## src/design/pskc_pkg.sv

```systemverilog
// Shared types and constants for the peak soft-knee compressor.
// Holds the word structs, action and state codes, and the register reset values.
// No dependencies.
package pskc_pkg;

    localparam int SAMPLE_WIDTH = 24;
    localparam int REG_WIDTH    = 21;
    localparam int CFG_IDX_W    = 1;

    localparam logic [REG_WIDTH-1:0] KNEE_RESET = REG_WIDTH'(525533);
    localparam logic [REG_WIDTH-1:0] TRIG_RESET = REG_WIDTH'(1038090);

    localparam logic [CFG_IDX_W-1:0] CFG_KNEE = 1'b0;
    localparam logic [CFG_IDX_W-1:0] CFG_TRIG = 1'b1;

    typedef enum logic [1:0] {
        ACT_CLEAR   = 2'd0,
        ACT_MEASURE = 2'd1,
        ACT_APPLY   = 2'd2
    } action_t;

    typedef enum logic [2:0] {
        ST_IDLE,
        ST_DIV_P,
        ST_CHECK,
        ST_MUL,
        ST_DIV_Q,
        ST_SCALE,
        ST_FINISH
    } state_t;

    typedef struct packed {
        action_t                  action;
        logic [SAMPLE_WIDTH-1:0]  sample_in;
    } in_word_t;

    typedef struct packed {
        logic [SAMPLE_WIDTH-1:0]  sample_out;
        logic                     was_compressed;
    } out_word_t;

endpackage

```

## src/design/pskc_divider.sv

```systemverilog
// Restoring radix-2 unsigned divider, one quotient bit per cycle.
// Used twice per compressed sample by the compressor top level.
// No package dependencies.
module pskc_divider #(
    parameter int DIVW = 44,
    parameter int DW   = 23
) (
    input  logic            clk,
    input  logic            rst_n,
    input  logic            start,
    input  logic [DIVW-1:0] dividend,
    input  logic [DW-1:0]   divisor,
    output logic            done,
    output logic [DIVW-1:0] quotient
);

    localparam int CNTW = $clog2(DIVW + 1);

    logic [DW-1:0]   rem_reg;
    logic [DW-1:0]   rem_next;
    logic [DW-1:0]   div_reg;
    logic [DIVW-1:0] dq_reg;
    logic [DIVW-1:0] dq_next;
    logic [CNTW-1:0] cnt_reg;
    logic            busy_reg;
    logic            done_reg;
    logic [DW:0]     shifted;
    logic [DW:0]     diff;
    logic            ge;

    always_comb
    begin
        shifted  = {rem_reg, dq_reg[DIVW-1]};
        diff     = shifted - {1'b0, div_reg};
        ge       = !diff[DW];
        rem_next = ge ? diff[DW-1:0] : shifted[DW-1:0];
        dq_next  = {dq_reg[DIVW-2:0], ge};
    end

    always_ff @(posedge clk or negedge rst_n)
    begin
        if (!rst_n)
        begin
            busy_reg <= 1'b0;
            done_reg <= 1'b0;
            cnt_reg  <= '0;
        end
        else
        begin
            done_reg <= 1'b0;
            if (start)
            begin
                busy_reg <= 1'b1;
                cnt_reg  <= CNTW'(DIVW);
            end
            else if (busy_reg)
            begin
                cnt_reg <= cnt_reg - 1'b1;
                if (cnt_reg == CNTW'(1))
                begin
                    busy_reg <= 1'b0;
                    done_reg <= 1'b1;
                end
            end
        end
    end

    always_ff @(posedge clk)
    begin
        if (start)
        begin
            rem_reg <= '0;
            div_reg <= divisor;
            dq_reg  <= dividend;
        end
        else if (busy_reg)
        begin
            rem_reg <= rem_next;
            dq_reg  <= dq_next;
        end
    end

    assign done     = done_reg;
    assign quotient = dq_reg;

endmodule

```

## src/design/peak_soft_knee_compressor_top.sv

```systemverilog
// Peak limiter with a linear soft knee over signed fixed-point sample words.
// Depends on pskc_pkg and pskc_divider.
//
// Clear and measure words are taken from idle and give no result. An apply word
// whose stored peak is at or below the trigger level goes straight to the finish
// state, and its result is loaded into the output register once that is free.
// Otherwise the block divides the peak by the trigger level and, when the magnitude
// is at or above the knee and the scaled peak above it, multiplies the knee terms
// bit-serially over an MW-bit factor and divides again, where MW = max(FRAC_BITS, 21) + 1
// and the dividend is DIVW = 23 + MW bits wide. The single radix-2 divider is used for
// both divisions at one quotient bit per cycle. One word is processed at a time; a
// finished result waits in the output register while the next word is taken.
module peak_soft_knee_compressor_top
    import pskc_pkg::*;
#(
    parameter int FRAC_BITS = 20
) (
    input  logic                  clk,
    input  logic                  rst_n,
    input  logic                  in_valid,
    output logic                  in_ready,
    input  in_word_t              in_data,
    output logic                  out_valid,
    input  logic                  out_ready,
    output out_word_t             out_data,
    input  logic                  cfg_we,
    input  logic [CFG_IDX_W-1:0]  cfg_index,
    input  logic [REG_WIDTH-1:0]  cfg_data
);

    localparam int SW   = SAMPLE_WIDTH;
    localparam int MAGW = SW - 1;
    localparam int KW   = REG_WIDTH;
    localparam int MW   = ((FRAC_BITS > KW) ? FRAC_BITS : KW) + 1;
    localparam int DIVW = MAGW + MW;
    localparam int DW   = (KW > MAGW) ? KW : MAGW;
    localparam int CW   = DW + 1;
    localparam int RW   = DIVW + 2;
    localparam int MCW  = $clog2(MW + 1);

    localparam logic [MW:0]          ONE_OC = (MW+1)'(1) << FRAC_BITS;
    localparam logic signed [RW-1:0] ONE_R  = RW'(1) << FRAC_BITS;
    localparam logic signed [RW-1:0] SMAX_R = (RW'(1) << (SW - 1)) - RW'(1);
    localparam logic signed [RW-1:0] SMIN_R = -SMAX_R - RW'(1);

    state_t                 state_reg;
    state_t                 state_next;

    logic [KW-1:0]          knee_reg;
    logic [KW-1:0]          trig_reg;
    logic [MAGW-1:0]        peak_reg;
    logic [MAGW-1:0]        peak_next;

    logic                   neg_reg;
    logic                   neg_next;
    logic [MAGW-1:0]        mag_reg;
    logic [MAGW-1:0]        mag_next;
    logic [SW-1:0]          x_reg;
    logic [SW-1:0]          x_next;
    logic [MAGW-1:0]        p_reg;
    logic [MAGW-1:0]        p_next;
    logic [MAGW-1:0]        den_reg;
    logic [MAGW-1:0]        den_next;
    logic [DIVW-1:0]        mul_a_reg;
    logic [DIVW-1:0]        mul_a_next;
    logic [MW-1:0]          mul_b_reg;
    logic [MW-1:0]          mul_b_next;
    logic [MCW-1:0]         mcnt_reg;
    logic [MCW-1:0]         mcnt_next;
    logic [DIVW-1:0]        acc_reg;
    logic [DIVW-1:0]        acc_next;
    logic                   qneg_reg;
    logic                   qneg_next;
    logic signed [RW-1:0]   qv_reg;
    logic signed [RW-1:0]   qv_next;
    logic [SW-1:0]          y_reg;
    logic [SW-1:0]          y_next;
    logic                   flag_reg;
    logic                   flag_next;

    logic                   out_valid_reg;
    out_word_t              out_data_reg;

    logic                   in_acc;
    logic                   out_load;
    logic                   div_start;
    logic                   div_done;
    logic [DIVW-1:0]        div_quo;
    logic [DIVW-1:0]        div_dividend;
    logic [DW-1:0]          div_divisor;

    logic [SW-1:0]          negx;
    logic [MAGW-1:0]        mag_in;
    logic                   peak_gt_trig;
    logic [KW-1:0]          trig_div;
    logic [CW-1:0]          c_ext;
    logic [CW-1:0]          p_ext;
    logic [CW-1:0]          m_ext;
    logic [CW-1:0]          den_ext;
    logic                   knee_go;
    logic                   pm_neg;
    logic [MAGW-1:0]        pm_abs;
    logic [MW:0]            oc;
    logic [MW:0]            oc_negated;
    logic [MW-1:0]          oc_abs;
    logic signed [RW-1:0]   y_full;

    always_comb
    begin
        negx         = -in_data.sample_in;
        mag_in       = in_data.sample_in[SW-1]
                       ? (negx[SW-1] ? {MAGW{1'b1}} : negx[MAGW-1:0])
                       : in_data.sample_in[MAGW-1:0];
        peak_gt_trig = CW'(peak_reg) > CW'(trig_reg);
        trig_div     = (trig_reg == '0) ? KW'(1) : trig_reg;

        c_ext   = CW'(knee_reg);
        p_ext   = CW'(p_reg);
        m_ext   = CW'(mag_reg);
        den_ext = p_ext - c_ext;
        knee_go = (m_ext >= c_ext) && (p_ext > c_ext);
        pm_neg  = mag_reg > p_reg;
        pm_abs  = pm_neg ? (mag_reg - p_reg) : (p_reg - mag_reg);

        oc         = ONE_OC - (MW+1)'(knee_reg);
        oc_negated = -oc;
        oc_abs     = oc[MW] ? oc_negated[MW-1:0] : oc[MW-1:0];

        y_full = neg_reg ? (qv_reg - ONE_R) : (ONE_R - qv_reg);
    end

    // Next-state logic.
    always_comb
    begin
        state_next = state_reg;
        unique case (state_reg)
            ST_IDLE:
            begin
                if (in_acc && in_data.action == ACT_APPLY)
                begin
                    state_next = peak_gt_trig ? ST_DIV_P : ST_FINISH;
                end
            end
            ST_DIV_P:
            begin
                if (div_done)
                begin
                    state_next = ST_CHECK;
                end
            end
            ST_CHECK:
            begin
                state_next = knee_go ? ST_MUL : ST_FINISH;
            end
            ST_MUL:
            begin
                if (mcnt_reg == '0)
                begin
                    state_next = ST_DIV_Q;
                end
            end
            ST_DIV_Q:
            begin
                if (div_done)
                begin
                    state_next = ST_SCALE;
                end
            end
            ST_SCALE:
            begin
                state_next = ST_FINISH;
            end
            ST_FINISH:
            begin
                if (out_load)
                begin
                    state_next = ST_IDLE;
                end
            end
            default:
            begin
                state_next = ST_IDLE;
            end
        endcase
    end

    // Control outputs of the state machine.
    always_comb
    begin
        in_ready     = (state_reg == ST_IDLE);
        in_acc       = in_valid && in_ready;
        out_load     = (state_reg == ST_FINISH) && (!out_valid_reg || out_ready);
        div_start    = (in_acc && in_data.action == ACT_APPLY && peak_gt_trig)
                       || (state_reg == ST_MUL && mcnt_reg == '0);
        div_dividend = (state_reg == ST_MUL) ? acc_reg : (DIVW'(peak_reg) << FRAC_BITS);
        div_divisor  = (state_reg == ST_MUL) ? DW'(den_reg) : DW'(trig_div);
    end

    // Datapath next values.
    always_comb
    begin
        peak_next  = peak_reg;
        neg_next   = neg_reg;
        mag_next   = mag_reg;
        x_next     = x_reg;
        p_next     = p_reg;
        den_next   = den_reg;
        mul_a_next = mul_a_reg;
        mul_b_next = mul_b_reg;
        mcnt_next  = mcnt_reg;
        acc_next   = acc_reg;
        qneg_next  = qneg_reg;
        qv_next    = qv_reg;
        y_next     = y_reg;
        flag_next  = flag_reg;

        unique case (state_reg)
            ST_IDLE:
            begin
                if (in_acc)
                begin
                    unique case (in_data.action)
                        ACT_CLEAR:
                        begin
                            peak_next = '0;
                        end
                        ACT_MEASURE:
                        begin
                            if (mag_in > peak_reg)
                            begin
                                peak_next = mag_in;
                            end
                        end
                        ACT_APPLY:
                        begin
                            neg_next  = in_data.sample_in[SW-1];
                            mag_next  = mag_in;
                            x_next    = in_data.sample_in;
                            y_next    = in_data.sample_in;
                            flag_next = 1'b0;
                        end
                        default:
                        begin
                            peak_next = peak_reg;
                        end
                    endcase
                end
            end
            ST_DIV_P:
            begin
                if (div_done)
                begin
                    p_next = (|div_quo[DIVW-1:MAGW]) ? {MAGW{1'b1}} : div_quo[MAGW-1:0];
                end
            end
            ST_CHECK:
            begin
                den_next   = den_ext[MAGW-1:0];
                mul_a_next = DIVW'(pm_abs);
                mul_b_next = oc_abs;
                mcnt_next  = MCW'(MW);
                acc_next   = '0;
                qneg_next  = pm_neg ^ oc[MW];
                y_next     = x_reg;
                flag_next  = 1'b0;
            end
            ST_MUL:
            begin
                if (mcnt_reg != '0)
                begin
                    if (mul_b_reg[0])
                    begin
                        acc_next = acc_reg + mul_a_reg;
                    end
                    mul_a_next = mul_a_reg << 1;
                    mul_b_next = mul_b_reg >> 1;
                    mcnt_next  = mcnt_reg - 1'b1;
                end
            end
            ST_DIV_Q:
            begin
                if (div_done)
                begin
                    qv_next = qneg_reg ? -$signed(RW'(div_quo)) : $signed(RW'(div_quo));
                end
            end
            ST_SCALE:
            begin
                flag_next = 1'b1;
                if (y_full > SMAX_R)
                begin
                    y_next = SMAX_R[SW-1:0];
                end
                else if (y_full < SMIN_R)
                begin
                    y_next = SMIN_R[SW-1:0];
                end
                else
                begin
                    y_next = y_full[SW-1:0];
                end
            end
            ST_FINISH:
            begin
                y_next = y_reg;
            end
            default:
            begin
                y_next = y_reg;
            end
        endcase
    end

    always_ff @(posedge clk or negedge rst_n)
    begin
        if (!rst_n)
        begin
            state_reg     <= ST_IDLE;
            peak_reg      <= '0;
            knee_reg      <= KNEE_RESET;
            trig_reg      <= TRIG_RESET;
            mcnt_reg      <= '0;
            out_valid_reg <= 1'b0;
        end
        else
        begin
            state_reg <= state_next;
            peak_reg  <= peak_next;
            mcnt_reg  <= mcnt_next;
            if (out_load)
            begin
                out_valid_reg <= 1'b1;
            end
            else if (out_ready)
            begin
                out_valid_reg <= 1'b0;
            end
            if (cfg_we)
            begin
                unique case (cfg_index)
                    CFG_KNEE: knee_reg <= cfg_data;
                    CFG_TRIG: trig_reg <= cfg_data;
                endcase
            end
        end
    end

    always_ff @(posedge clk)
    begin
        neg_reg   <= neg_next;
        mag_reg   <= mag_next;
        x_reg     <= x_next;
        p_reg     <= p_next;
        den_reg   <= den_next;
        mul_a_reg <= mul_a_next;
        mul_b_reg <= mul_b_next;
        acc_reg   <= acc_next;
        qneg_reg  <= qneg_next;
        qv_reg    <= qv_next;
        y_reg     <= y_next;
        flag_reg  <= flag_next;
        if (out_load)
        begin
            out_data_reg.sample_out     <= y_reg;
            out_data_reg.was_compressed <= flag_reg;
        end
    end

    pskc_divider #(
        .DIVW (DIVW),
        .DW   (DW)
    ) u_divider (
        .clk      (clk),
        .rst_n    (rst_n),
        .start    (div_start),
        .dividend (div_dividend),
        .divisor  (div_divisor),
        .done     (div_done),
        .quotient (div_quo)
    );

    assign out_valid = out_valid_reg;
    assign out_data  = out_data_reg;

endmodule

```

## config.mk

```make
export PLATFORM = sky130hd
export DESIGN_NAME = peak_soft_knee_compressor_top
export DESIGN_NICKNAME = d
export VERILOG_FILES = /design/src/design/pskc_pkg.sv /design/src/design/pskc_divider.sv /design/src/design/peak_soft_knee_compressor_top.sv
export SDC_FILE = /design/constraint.sdc
export NUM_CORES = 1
export LEC_CHECK = 0
export ABC_AREA = 0
export BUFFER_PORTS_ARGS = -buffer_cell sky130_fd_sc_hd__buf_2
export CAP_MARGIN = 20
export CORE_MARGIN = 4
export CORE_UTILIZATION = 50
export CTS_CLUSTER_DIAMETER = 80
export DETAILED_ROUTE_END_ITERATION = 8
export GPL_ROUTABILITY_DRIVEN = 0
export PLACE_DENSITY = 0.72
export SLEW_MARGIN = 20
export SYNTH_ARGS = -nofsm -noshare
export SYNTH_HDL_FRONTEND = slang
export SYNTH_SLANG_ARGS = --single-unit
```

## constraint.sdc

```tcl
create_clock -name clk -period 13.34 [get_ports clk]
set_clock_uncertainty 0.1 [all_clocks]
set_input_delay 0.667 -clock clk [delete_from_list [all_inputs] [get_ports clk]]
set_output_delay 0.667 -clock clk [all_outputs]
set_load 0.01 [all_outputs]
```

==> results.sh, run 1 <==
export IMPL_status="finished clean"
export IMPL_rr_startpoint="mag_reg[8]$_DFFE_PP_"
export IMPL_p_leak_uw=0.0133
export IMPL_netlist_instances=3154
export IMPL_irDropWorstVdd_mv=0.0947
export IMPL_cts_reportedPaths_clkPinSlew_ns=0.07
export IMPL_critical_path_class="in2reg"
export IMPL_clock_tree_root_cell="clkbuf_16"
export IMPL_die_area_um2=65100
export IMPL_postSynthAreaPerCell_um2=9.69
export IMPL_fin_crit_ns=6.58
export IMPL_cp_max_fo=18
export IMPL_area_delta_synth_final_pct=9.29
export IMPL_cp_arrival_ns=6.96
export IMPL_r2r_slack_ns=8.24
export IMPL_slew_violations=0
export IMPL_postCtsSetupBuffers=0
export IMPL_final_cell_mix="371 x edfxtp_1, 292 x nand2_1, 265 x nor2_1"
export IMPL_worstPathCellList="buf_2 > or3_1 > or3_1 > or3_1 > or4_1 > nor3_1 > nand3_1 > nand2_1 > ha_1 > a21o_1 > a21o_1 > a21o_1 > a21o_1 > a21o_1 > a21oi_1 > nor2b_1 > o31ai_1 > nor2_1 > and2_1 > a22o_1"
export IMPL_tightest_slew_ns=1.01
export IMPL_fin_crit_sh=0.493
export IMPL_nets=3447
export IMPL_grt_pass1_wl_um=127000
export IMPL_drc=0
export IMPL_antenna_found_initial=0
export IMPL_wl_um=81800
export IMPL_coreArea_um2=60500
export IMPL_grt_use_total=0.247
export IMPL_portBuffers=79
export IMPL_synth_cell_types=91
export IMPL_slew_headroom=0.329
export IMPL_crit_end="peak_reg[19]$_DFFE_PN0P_"
export IMPL_reg2reg_depth=14
export IMPL_cts_tree="done"
export IMPL_syn_nets=3420
export IMPL_yosys_most_used_dff="edfxtp_1"
export IMPL_rows=90
export IMPL_largest_reg_flops=47
export IMPL_dpl_hpwl_um=60900
export IMPL_fmax_mhz=152
export IMPL_drive_above_1_share=0.0946
export IMPL_hold_viol_final=0
export IMPL_synthArstFlopShare=0.172
export IMPL_cts_sinks=476
export IMPL_cp_slowest_cell="o31ai_1"
export IMPL_endpoint_kind="flip-flop"
export IMPL_ant_nets=0
export IMPL_synth_edf_count=371
export IMPL_synth_cell_area_um2=30600
export IMPL_drt_pass1_iterations=6
export IMPL_cts_max_level=2
export IMPL_r2r_end="mul_a_reg[22]$_DFFE_PP_"
export IMPL_tns_ns=0
export IMPL_critPathLaunchType="input pin"
export IMPL_clk_latency_ns=0.61
export IMPL_ys_seq_elements=476
export IMPL_cellPowerDensity_nw_per_um2=175
export IMPL_worstHoldPathCells=1
export IMPL_start_util=0.505
export IMPL_drv_cap=0
export IMPL_drt_iter0_markers=3023
export IMPL_vias=24254
export IMPL_timing_critical_path_from="in_data[7]"
export IMPL_num_io_pins=80
export IMPL_grt_setup_unrepaired="no"
export IMPL_slowest_delay_ns=0.78
export IMPL_worstHoldPathType="in2reg"
export IMPL_seq_area_frac_synth=0.448
export IMPL_p_total_uw=5850
export IMPL_die_w_um=255
export IMPL_die_h_um=255
export IMPL_clockBufferDepth=3
export IMPL_final_common_cell="edfxtp_1"
export IMPL_ys_warnings_count=0
export IMPL_routedWlPerCell_um=20.4
export IMPL_timing_critical_path_mode_cell="a21o_1"
export IMPL_cts_buffers=51
export IMPL_grt_max_degree=94
export IMPL_via_per_inst=6.05
export IMPL_gr_total_overflow=0
export IMPL_finalSetupViolCount=0
export IMPL_first_global_vias=22076
export IMPL_required_ns=13.72
timing repair:
action / 4_1_cts / 5_1_grt
endpoints found under the setup margin: 0 / 0
hold endpoints to repair: 5 / 0
hold buffers: 1 / 0
resized for setup: 0 / 0
cells in the mapped netlist (7+ instances only):
library cell	instances	area, µm²
nor4_1	25	156
nand2b_1	32	200
o41ai_1	8	70.1
o21a_1	36	270
or2_2	18	113
and2_1	12	75.1
xor2_1	69	604
a21oi_1	232	1160
ha_1	208	2600
a311oi_1	7	61.3
o31ai_1	30	225
nand3b_1	9	67.6
o21bai_1	11	82.6
dfxtp_1	23	460
edfxtp_1	371	11100
nand3_1	66	330
dfrtp_1	62	1550
o21ai_0	207	1040
or3_1	24	150
nand4_1	29	181
mux2_2	27	304
mux2i_1	13	130
or4_1	15	113
a211oi_1	26	195
o211ai_2	19	238
xnor2_1	161	1410
nor2b_1	35	219
nor3_1	64	320
a22o_1	30	263
o211ai_1	14	105
clkbuf_1	115	432
a21o_1	92	691
nor2_1	267	1000
nand2_1	295	1110
dfstp_2	20	526
a22oi_1	24	180
a31oi_1	48	300
inv_1	208	781
and3_1	51	319
a21boi_0	12	90.1
worst min path at each step:
stage | from | slack [ns] | end
6_report | in_data[12] | 0.20 | x_reg[12]$_DFFE_PP_
5_1_grt | in_data[12] | 0.19 | x_reg[12]$_DFFE_PP_
4_1_cts | in_data[12] | 0.17 | x_reg[12]$_DFFE_PP_
3_5_place_dp | y_reg[12]$_DFFE_PP_ | 0.30 | out_data[13]$_DFFE_PP_
3_3_place_gp | y_reg[3]$_DFFE_PP_ | 0.30 | out_data[4]$_DFFE_PP_
2_1_floorplan | rst_n | 0.27 | knee_reg[11]$_DFFE_PN0P_
cells by family (layout without fill, tap and decap cells):
| family | after synthesis | count (layout) | synth area share |
|---|---|---|---|
| AO/OA/AOI/OAI | 876 | 876 | 0.186 |
| XOR/XNOR | 230 | 230 | 0.0659 |
| adder cells (fa/ha/maj) | 213 | 213 | 0.0885 |
| buffers and inverters | 344 | 413 | 0.0445 |
| flip-flops | 476 | 476 | 0.448 |
| multiplexers | 40 | 40 | 0.0142 |
| other | 1 | 3 | 0.000123 |
| AND/OR/NAND/NOR | 974 | 974 | 0.153 |
metal layers:
metal,up-vias,share of wire,global-route usage
met5,-,0,0
met4,0,0.045,0.0990
met2,1028,0.43,0.373
met3,182,0.081,0.0392
li1,11556,-,-
met1,11488,0.44,0.359
per-stage QoR:
stage | cell area (µm²) | cells | hold slack (ns) | worst slack [ns] | util
floorplan | 30600 | 3154 | 0.271 | 7.39 | -
global placement | 31600 | 3907 | 0.300 | 6.20 | 0.523
detailed placement | 31600 | 3908 | 0.305 | 6.22 | 0.523
CTS | 33400 | 4004 | 0.166 | 6.86 | 0.552
global route | 33400 | 4005 | 0.191 | 6.29 | 0.552
finish | 33400 | 4007 | 0.197 | 6.76 | 0.552
power breakdown:
group | total [µW] | switching, µW | internal, µW | leakage [µW]
Combinational | 2030 | 1230 | 799 | 0.00783
Clock | 1440 | 612 | 827 | 0.000819
Sequential | 2370 | 302 | 2070 | 0.00464
Total | 5850 | 2150 | 3700 | 0.0133
worst max-delay path, delay by kind of cell:
kind                       cells  cell delay, ns
and+or+nand+nor               10            3.76
AOI/OAI and AO/OA              8            2.11
adders and majority gates      1            0.30
buffers and inverters          1            0.13
cell type report:
cell class	instances	area (µm²)
fillers	5203	27100
clock inverters	28	289
clock buffers	67	1410
well taps	782	978
flip-flops and latches	476	13700
inverters	212	797
diodes	2	5.00
repair buffers	106	639
multi-input cells	2334	15600
No activity file was read; power rests on OpenSTA's default activity.
==> run 2: changes to the inputs <==
ABC_AREA = 1   (was 0)
PLACE_DENSITY = 0.75   (was 0.72)
clock period = 5.47 ns   (was 13.34 ns; I/O delays follow)
==> results.sh, run 2 <==
export IMPL_status="finished clean"
export IMPL_die_area_um2=68500
export IMPL_hold_viol_final=0
export IMPL_fin_crit_sh=0.860
export IMPL_area_delta_synth_final_pct=11.2
export IMPL_cp_max_fo=28
export IMPL_irDropWorstVdd_mv=0.323
export IMPL_antenna_found_initial=2
export IMPL_netlist_instances=4098
export IMPL_grt_use_total=0.266
export IMPL_synth_cell_types=62
export IMPL_reg2reg_depth=14
export IMPL_yosysMostFrequentCell="nand2_1"
export IMPL_nets=4469
export IMPL_postSynthAreaPerCell_um2=7.85
export IMPL_p_leak_uw=0.0157
export IMPL_fin_crit_ns=4.70
export IMPL_p_comb_frac=0.372
export IMPL_fmax_mhz=213
export IMPL_hold_buffers=46
export IMPL_tns_ns=0
export IMPL_ant_nets=0
export IMPL_setup_slack_ns=0.767
export IMPL_via_per_inst=5.69
export IMPL_slowest_delay_ns=0.54
export IMPL_largest_reg_flops=47
export IMPL_p_clk_frac=0.247
export IMPL_routedWlPerCell_um=18.2
export IMPL_seq_power_share=0.381
export IMPL_clock_tree_root_cell="clkbuf_16"
export IMPL_switching_share=0.402
export IMPL_dp_cells=4949
export IMPL_timing_critical_path_from="in_data[3]"
export IMPL_required_ns=5.87
export IMPL_cts_tree="done"
export IMPL_dpl_hpwl_um=69500
export IMPL_ys_warnings_count=0
export IMPL_start_util=0.507
export IMPL_fillerInstances=5569
export IMPL_cts_resized=0
export IMPL_grt_max_degree=108
export IMPL_drc=0
export IMPL_rr_startpoint="trig_reg[19]$_DFFE_PN1P_"
export IMPL_cp_arrival_ns=5.11
export IMPL_grt_setup_unrepaired="no"
export IMPL_ys_seq_elements=476
export IMPL_post_place_ws_ns=0.775
export IMPL_slew_headroom=0.276
export IMPL_final_common_cell="nand2_1"
export IMPL_worstHoldPathType="in2async"
export IMPL_drt_iter0_markers=3268
export IMPL_seq_area_frac_synth=0.425
export IMPL_synthArstFlopShare=0.172
export IMPL_critical_path_class="in2reg"
export IMPL_synth_top_area_frac=0.346
export IMPL_rows=92
export IMPL_cts_max_level=2
export IMPL_critPathLaunchType="input pin"
export IMPL_drv_cap=0
export IMPL_r2r_slack_ns=1.51
export IMPL_n_antenna_cell=0
export IMPL_synth_edf_count=371
export IMPL_power_internal_uw=9240
export IMPL_final_cell_mix="1,018 x nand2_1, 549 x inv_1, 372 x o21ai_0"
export IMPL_synth_area_leader_cell="edfxtp_1"
export IMPL_clockBufferDepth=3
export IMPL_cellPowerDensity_nw_per_um2=432
export IMPL_postCtsSetupBuffers=0
export IMPL_die_w_um=262
export IMPL_crit_end="peak_reg[11]$_DFFE_PN0P_"
export IMPL_clk_latency_ns=0.63
export IMPL_drive_above_1_share=0.0678
export IMPL_p_sw_uw=6210
export IMPL_synth_area_leaders="edfxtp_1 35%, nand2_1 12%, ha_1 8.1%, inv_1 6.4%, o21ai_0 5.8%"
export IMPL_drt_pass1_iterations=6
export IMPL_first_global_vias=27117
export IMPL_cp_slowest_cell="dlygate4sd3_1"
export IMPL_slew_violations=0
export IMPL_finalSetupViolCount=0
export IMPL_yosys_most_used_dff="edfxtp_1"
export IMPL_vias=28959
export IMPL_cts_sinks=476
export IMPL_syn_nets=4364
export IMPL_coreArea_um2=63400
export IMPL_fin_util=0.564
export IMPL_gr_total_overflow=0
export IMPL_portBuffers=79
export IMPL_r2r_end="u_divider.quotient[25]$_DFFE_PP_"
export IMPL_fin_cells=5092
export IMPL_grt_pass1_wl_um=145000
export IMPL_endpoint_kind="flip-flop"
export IMPL_tightest_slew_ns=1.09
export IMPL_synthTopCellsByCount="1,022 x nand2_1, 550 x inv_1, 372 x o21ai_0"
export IMPL_wl_um=92600
export IMPL_num_io_pins=80
export IMPL_cts_reportedPaths_clkPinSlew_ns=0.06
export IMPL_cts_buffers=52
export IMPL_die_h_um=262
export IMPL_whs_ns=0.0242
export IMPL_synth_cell_area_um2=32200
## run 2: power by group through the flow
stage / clock [µW] / combinational [µW] / sequential [µW]
3_3_place_gp: 0 / 5460 / 5890
5_1_grt: 4010 / 6430 / 5960
2_1_floorplan: 0 / 4040 / 5630
4_1_cts: 3850 / 5660 / 5860
3_5_place_dp: 0 / 5580 / 5920
6_report: 3810 / 5750 / 5890
## run 2: cells by family (layout without fill, tap and decap cells)
family / Yosys count / count (layout) / share of synthesized area
AND/OR/NAND/NOR: 1803 / 1803 / 0.237
AO/OA/AOI/OAI: 800 / 800 / 0.135
flip-flops: 476 / 476 / 0.425
adder cells (fa/ha/maj): 213 / 213 / 0.0840
buffers and inverters: 660 / 808 / 0.0789
XOR/XNOR: 145 / 145 / 0.0397
other: 1 / 1 / 0.000117
## run 2: worst min-delay path by stage
stage	startpoint	end	slack (ns)	depth (start not counted)
global placement	rst_n	trig_reg[7]$_DFFE_PN0P_	0.12	1
detailed placement	rst_n	trig_reg[2]$_DFFE_PN0P_	0.12	1
CTS	rst_n	trig_reg[2]$_DFFE_PN0P_	0.02	2
finish	rst_n	trig_reg[7]$_DFFE_PN0P_	0.02	2
floorplan	rst_n	knee_reg[11]$_DFFE_PN0P_	-0.12	0
global route	rst_n	trig_reg[2]$_DFFE_PN0P_	0.04	2
## run 2: worst max-delay path: cells and delay by family
kind                     cells  cell delay [ns]
AND/OR/NAND/NOR             11             1.66
AO/OA/AOI/OAI                6             0.93
adder cells (fa/ha/maj)      1             0.32
buffers and inverters        7             1.89
## run 2: final cells by class
class	count	area, µm²	share of cell area
timing repair buffer	148	1030	0.0288
tap	846	1060	0.0296
clock buffer	61	1420	0.0397
sequential	476	13700	0.382
multi-input combinational	2962	16000	0.448
clock inverter	36	430	0.0120
inverter	563	2120	0.0592
## run 2: metrics by stage
step | cell area, µm² | total power, µW
2_1_floorplan | 32200 | 9670
3_3_place_gp | 33400 | 11300
3_5_place_dp | 33400 | 11500
4_1_cts | 35700 | 15400
5_1_grt | 35800 | 16400
6_report | 35800 | 15500
## run 2: metal layers
layer / vias to the layer above / wire, µm / track usage
met2: 1430 / 40700 / 0.418
met5: - / 26 / 0
li1: 13915 / - / -
met3: 250 / 8490 / 0.0417
met1: 13360 / 38700 / 0.365
met4: 4 / 4660 / 0.121
